**config.mk**
```make
export PLATFORM = sky130hd
export DESIGN_NAME = sbc_mul
export DESIGN_NICKNAME = d
export VERILOG_FILES = /design/src/rtl/core/sphere_box_collision_response_core_macros.svh /design/src/rtl/core/sbc_pkg.sv /design/src/rtl/core/sbc_mul.sv
export SDC_FILE = /design/constraint.sdc
export NUM_CORES = 2
export LEC_CHECK = 0
export BUFFER_PORTS_ARGS = -buffer_cell sky130_fd_sc_hd__buf_2
export CORE_AREA = 3 3 217 325
export DETAILED_ROUTE_END_ITERATION = 12
export DIE_AREA = 0 0 220 328
export PLACE_DENSITY = 0.74
export SYNTH_ARGS = -nofsm -noshare
export SYNTH_HDL_FRONTEND = slang
export SYNTH_SLANG_ARGS = --single-unit
```
**constraint.sdc**
```tcl
create_clock -name i_clk -period 11.4 [get_ports i_clk]
set_input_delay 1.14 -clock i_clk [delete_from_list [all_inputs] [get_ports i_clk]]
set_output_delay 1.14 -clock i_clk [all_outputs]
set_load 0.01 [all_outputs]
```
**src/rtl/core/sphere_box_collision_response_core_macros.svh**
```systemverilog
// Assertion macros for the sphere/box collision response core.
// Included by the top level; needs nothing else.
`ifndef SPHERE_BOX_COLLISION_RESPONSE_CORE_MACROS_SVH
`define SPHERE_BOX_COLLISION_RESPONSE_CORE_MACROS_SVH

// Check a consequence in the same cycle as its cause
`define SBC_ASSERT_SAME(lbl, clk, rst_n, ante, cons, msg) \
    lbl: assert property (@(posedge clk) disable iff (!(rst_n)) (ante) |-> (cons)) \
        else $error(msg);

// Check a consequence in the cycle after its cause
`define SBC_ASSERT_NEXT(lbl, clk, rst_n, ante, cons, msg) \
    lbl: assert property (@(posedge clk) disable iff (!(rst_n)) (ante) |=> (cons)) \
        else $error(msg);

`endif

```
**src/rtl/core/sbc_pkg.sv**
```systemverilog
// Shared types, widths and fixed-point helpers for the collision response core.
// No dependencies.
`timescale 1ns / 1ps

package sbc_pkg;

    localparam int S24_W = 24;
    localparam int U23_W = 23;
    localparam int MUL_W = 32;
    localparam int P_W   = 64;
    localparam int BOX_W = 25;
    localparam int D_W   = 26;
    localparam int DD_W  = 52;
    localparam int REM_W = 25;
    localparam int FRAC_BITS_DEF = 16;

    typedef logic signed [S24_W-1:0] t_s24;
    typedef logic        [U23_W-1:0] t_u23;
    typedef logic signed [MUL_W-1:0] t_mop;
    typedef logic signed [P_W-1:0]   t_prod;

    localparam t_prod S24_MAX_P = 64'sd8388607;
    localparam t_prod S24_MIN_P = -64'sd8388608;
    localparam t_prod U23_MAX_P = 64'sd8388607;

    // Clamp to 24-bit signed
    function automatic t_s24 sat24(input t_prod v);
        t_s24 r;
        if (v > S24_MAX_P) begin
            r = S24_MAX_P[S24_W-1:0];
        end else if (v < S24_MIN_P) begin
            r = S24_MIN_P[S24_W-1:0];
        end else begin
            r = v[S24_W-1:0];
        end
        return r;
    endfunction

    // Clamp to 23-bit unsigned
    function automatic t_u23 satu23(input t_prod v);
        t_u23 r;
        if (v > U23_MAX_P) begin
            r = U23_MAX_P[U23_W-1:0];
        end else if (v < 0) begin
            r = '0;
        end else begin
            r = v[U23_W-1:0];
        end
        return r;
    endfunction

    // Arithmetic right shift that rounds toward zero
    function automatic t_prod shr_tz(input t_prod v, input int unsigned sh);
        logic [P_W-1:0] mag;
        mag = v[P_W-1] ? P_W'(-v) : P_W'(v);
        mag = mag >> sh;
        return v[P_W-1] ? -signed'(mag) : signed'(mag);
    endfunction

endpackage

```
**src/rtl/core/sbc_mul.sv**
```systemverilog
// Shared signed multiplier with a registered product.
// Depends on sbc_pkg.
`timescale 1ns / 1ps

module sbc_mul (
    input  logic          i_clk,
    input  sbc_pkg::t_mop i_a,
    input  sbc_pkg::t_mop i_b,
    output sbc_pkg::t_prod o_prod
);
    import sbc_pkg::*;

    t_prod r_prod;

    // Register the product for the next step
    always_ff @(posedge i_clk) begin
        r_prod <= P_W'(i_a) * P_W'(i_b);
    end

    assign o_prod = r_prod;
endmodule

```
==> flow_summary.json <==
{
  "status": "finished clean",
  "floorplan.rows": 117,
  "grt_pass1_wl_um": 167400,
  "rsz0062_at_grt": "false",
  "finalHoldViolCount": 0,
  "syn_area_um2": 37240,
  "drive_gt1_share_pct": 4.981,
  "cp.required_ps": 11740,
  "crit_slowest_cell": "fa_1",
  "fin_nets": 5181,
  "ys.flop_type": "dfxtp_1",
  "io_pins": 129,
  "worst_setup_path_end_kind": "flip-flop",
  "ctsResizeCount": 0,
  "fin_crit_sh_pct": 84.23,
  "routedWlPerCell_um": 21.97,
  "critPathMaxFanout": 32,
  "timing.final.max_slew_violations": 0,
  "cts_root_buf": "clkbuf_16",
  "relSlewSlack_pct": 29.10,
  "slowest_delay_ps": 940,
  "syn_avg_cell_area_um2": 9.589,
  "synth_seq_area_share_pct": 3.440,
  "fmax_ghz": 0.1041,
  "finalCriticalPeriod_ps": 9602,
  "mostFrequentLayoutCells": "fa_1, inv_1, and2_1",
  "async_flop_share_pct": 0,
  "cts_tree": "yes",
  "port_buffers": 128,
  "gp_congestion": 0.9480,
  "antenna_found_initial": 8,
  "die-area_um2": 72160,
  "drtIter0Drc": 1471,
  "cp.buffers_inverters": 9,
  "post_dp_cell_area_um2": 38450,
  "synth_nets": 5215,
  "ctsHoldBuffers": 0,
  "cts_sinks": 64,
  "die_h_um": 328,
  "grt_pass1_vias": 30810,
  "drtPass1Iterations": 7,
  "synth_cell_type_count": 63,
  "synthCells": 3884,
  "routed_wl_um": 104400,
  "worstMarginPinSlew_ps": 1062,
  "post_cts.repair.setup_buffers": 0,
  "path_delay_family": "adder cells",
  "route.detailed.drc": 0,
  "arrival_ps": 9940,
  "crit_path_frequent_cell": "fa_1",
  "track_usage_pct": 31.13,
  "start_util_pct": 54.83,
  "final_common_cell": "fa_1",
  "area_growth_pct": 4.069,
  "final_antenna_net_count": 0,
  "setup.worst_path.class": "input port to flip-flop",
  "core-area_um2": 67930,
  "htree_levels": 3,
  "die_w_um": 220,
  "yosysWarnings": 0,
  "largest_reg_flops": 64,
  "vias": 26520,
  "maxCapViolCount": 0,
  "setup-violations-final": 0,
  "grt.overflow.total": 0,
  "hold_path_class": "input port to flip-flop",
  "synth-seq-cells": 64,
  "hpwl_um": 82880,
  "grt_max_degree": 33,
  "cts_buffers": 9,
  "fin_tns_setup_ps": 0,
  "final_area_um2": 38760,
  "clk_path_buf_depth": 2,
  "worstSetupStartpointType": "input port",
  "synth-edff-count": 0,
  "clk_pin_slew_ps": 70,
  "via_per_inst": 5.578
}
-- area by class of cell --
type,instances,area [µm²]
diodes,8,20.02
well taps,892,1116
inverters,952,3573
clock inverters,5,57.56
clock buffers,11,232.7
fillers,5972,29170
repair buffers,155,843.3
flip-flops and latches,64,1281
multi-input cells,2668,31630
-- per-layer routing --
layer | share of wire [%] | track usage, %
met1 | 32 | 32.77
met2 | 52 | 54.37
met3 | 6.5 | 5.358
met4 | 9.9 | 24.93
met5 | 0.011 | 0
-- per-stage QoR --
stage / hold WS [ps] / utilization [%] / instances / setup slack [ps]
global route: 1376 / 57.04 / 4751 / 1382
CTS: 1356 / 57.03 / 4747 / 1808
detailed placement: 1534 / 56.60 / 4731 / 1378
finish: 1364 / 57.06 / 4755 / 1798
floorplan: 1267 / - / 3884 / 2999
global placement: 1537 / 56.60 / 4731 / 1475
-- synthesized netlist by cell type (2+ instances only) --
master    count  share of area, %
nor2b_1       3             0.050
and2_1      516               8.7
a21boi_0      3             0.060
a21o_2        2             0.047
ha_1        184               6.2
o211ai_1      3             0.060
nand2_1     511               5.2
a31oi_1      12              0.20
fa_1       1082                58
xor2_1       22              0.52
buf_2         3             0.040
nand4_1       7              0.12
clkbuf_1    195               2.0
a21o_1       23              0.46
a21oi_1      68              0.91
nor3_1        6             0.081
o21ai_2       2             0.047
dfxtp_1      64               3.4
o31ai_1       6              0.12
inv_1       952               9.6
and3_1        7              0.12
a211oi_1      4             0.081
o22a_1        2             0.047
buf_1         2             0.020
or3_1         4             0.067
nand2b_1      9              0.15
a211oi_2      3              0.10
o21ai_0      28              0.38
o21a_1        4             0.081
and4_1        3             0.071
o21bai_1     15              0.30
nor2_1       42              0.42
xnor2_1      53               1.2
nand3_1      15              0.20
-- final timing paths --
check                from                 end  slack (ps)  cells past startpoint
setup / recovery  i_a[31]  o_prod[62]$_DFF_P_        1800                     27
hold / removal     i_a[0]   o_prod[0]$_DFF_P_        1360                      2
-- logic make-up after synthesis --
| logic type | synth area share, % |
|---|---|
| fa+ha+maj | 64.34 |
| compound gates | 3.464 |
| simple gates | 15.37 |
| flops | 3.440 |
| xor+xnor | 1.764 |
| buf+inv | 11.62 |
Power is not shown: default switching activity piles up to over one toggle a cycle in this logic, so the estimate is an artifact.
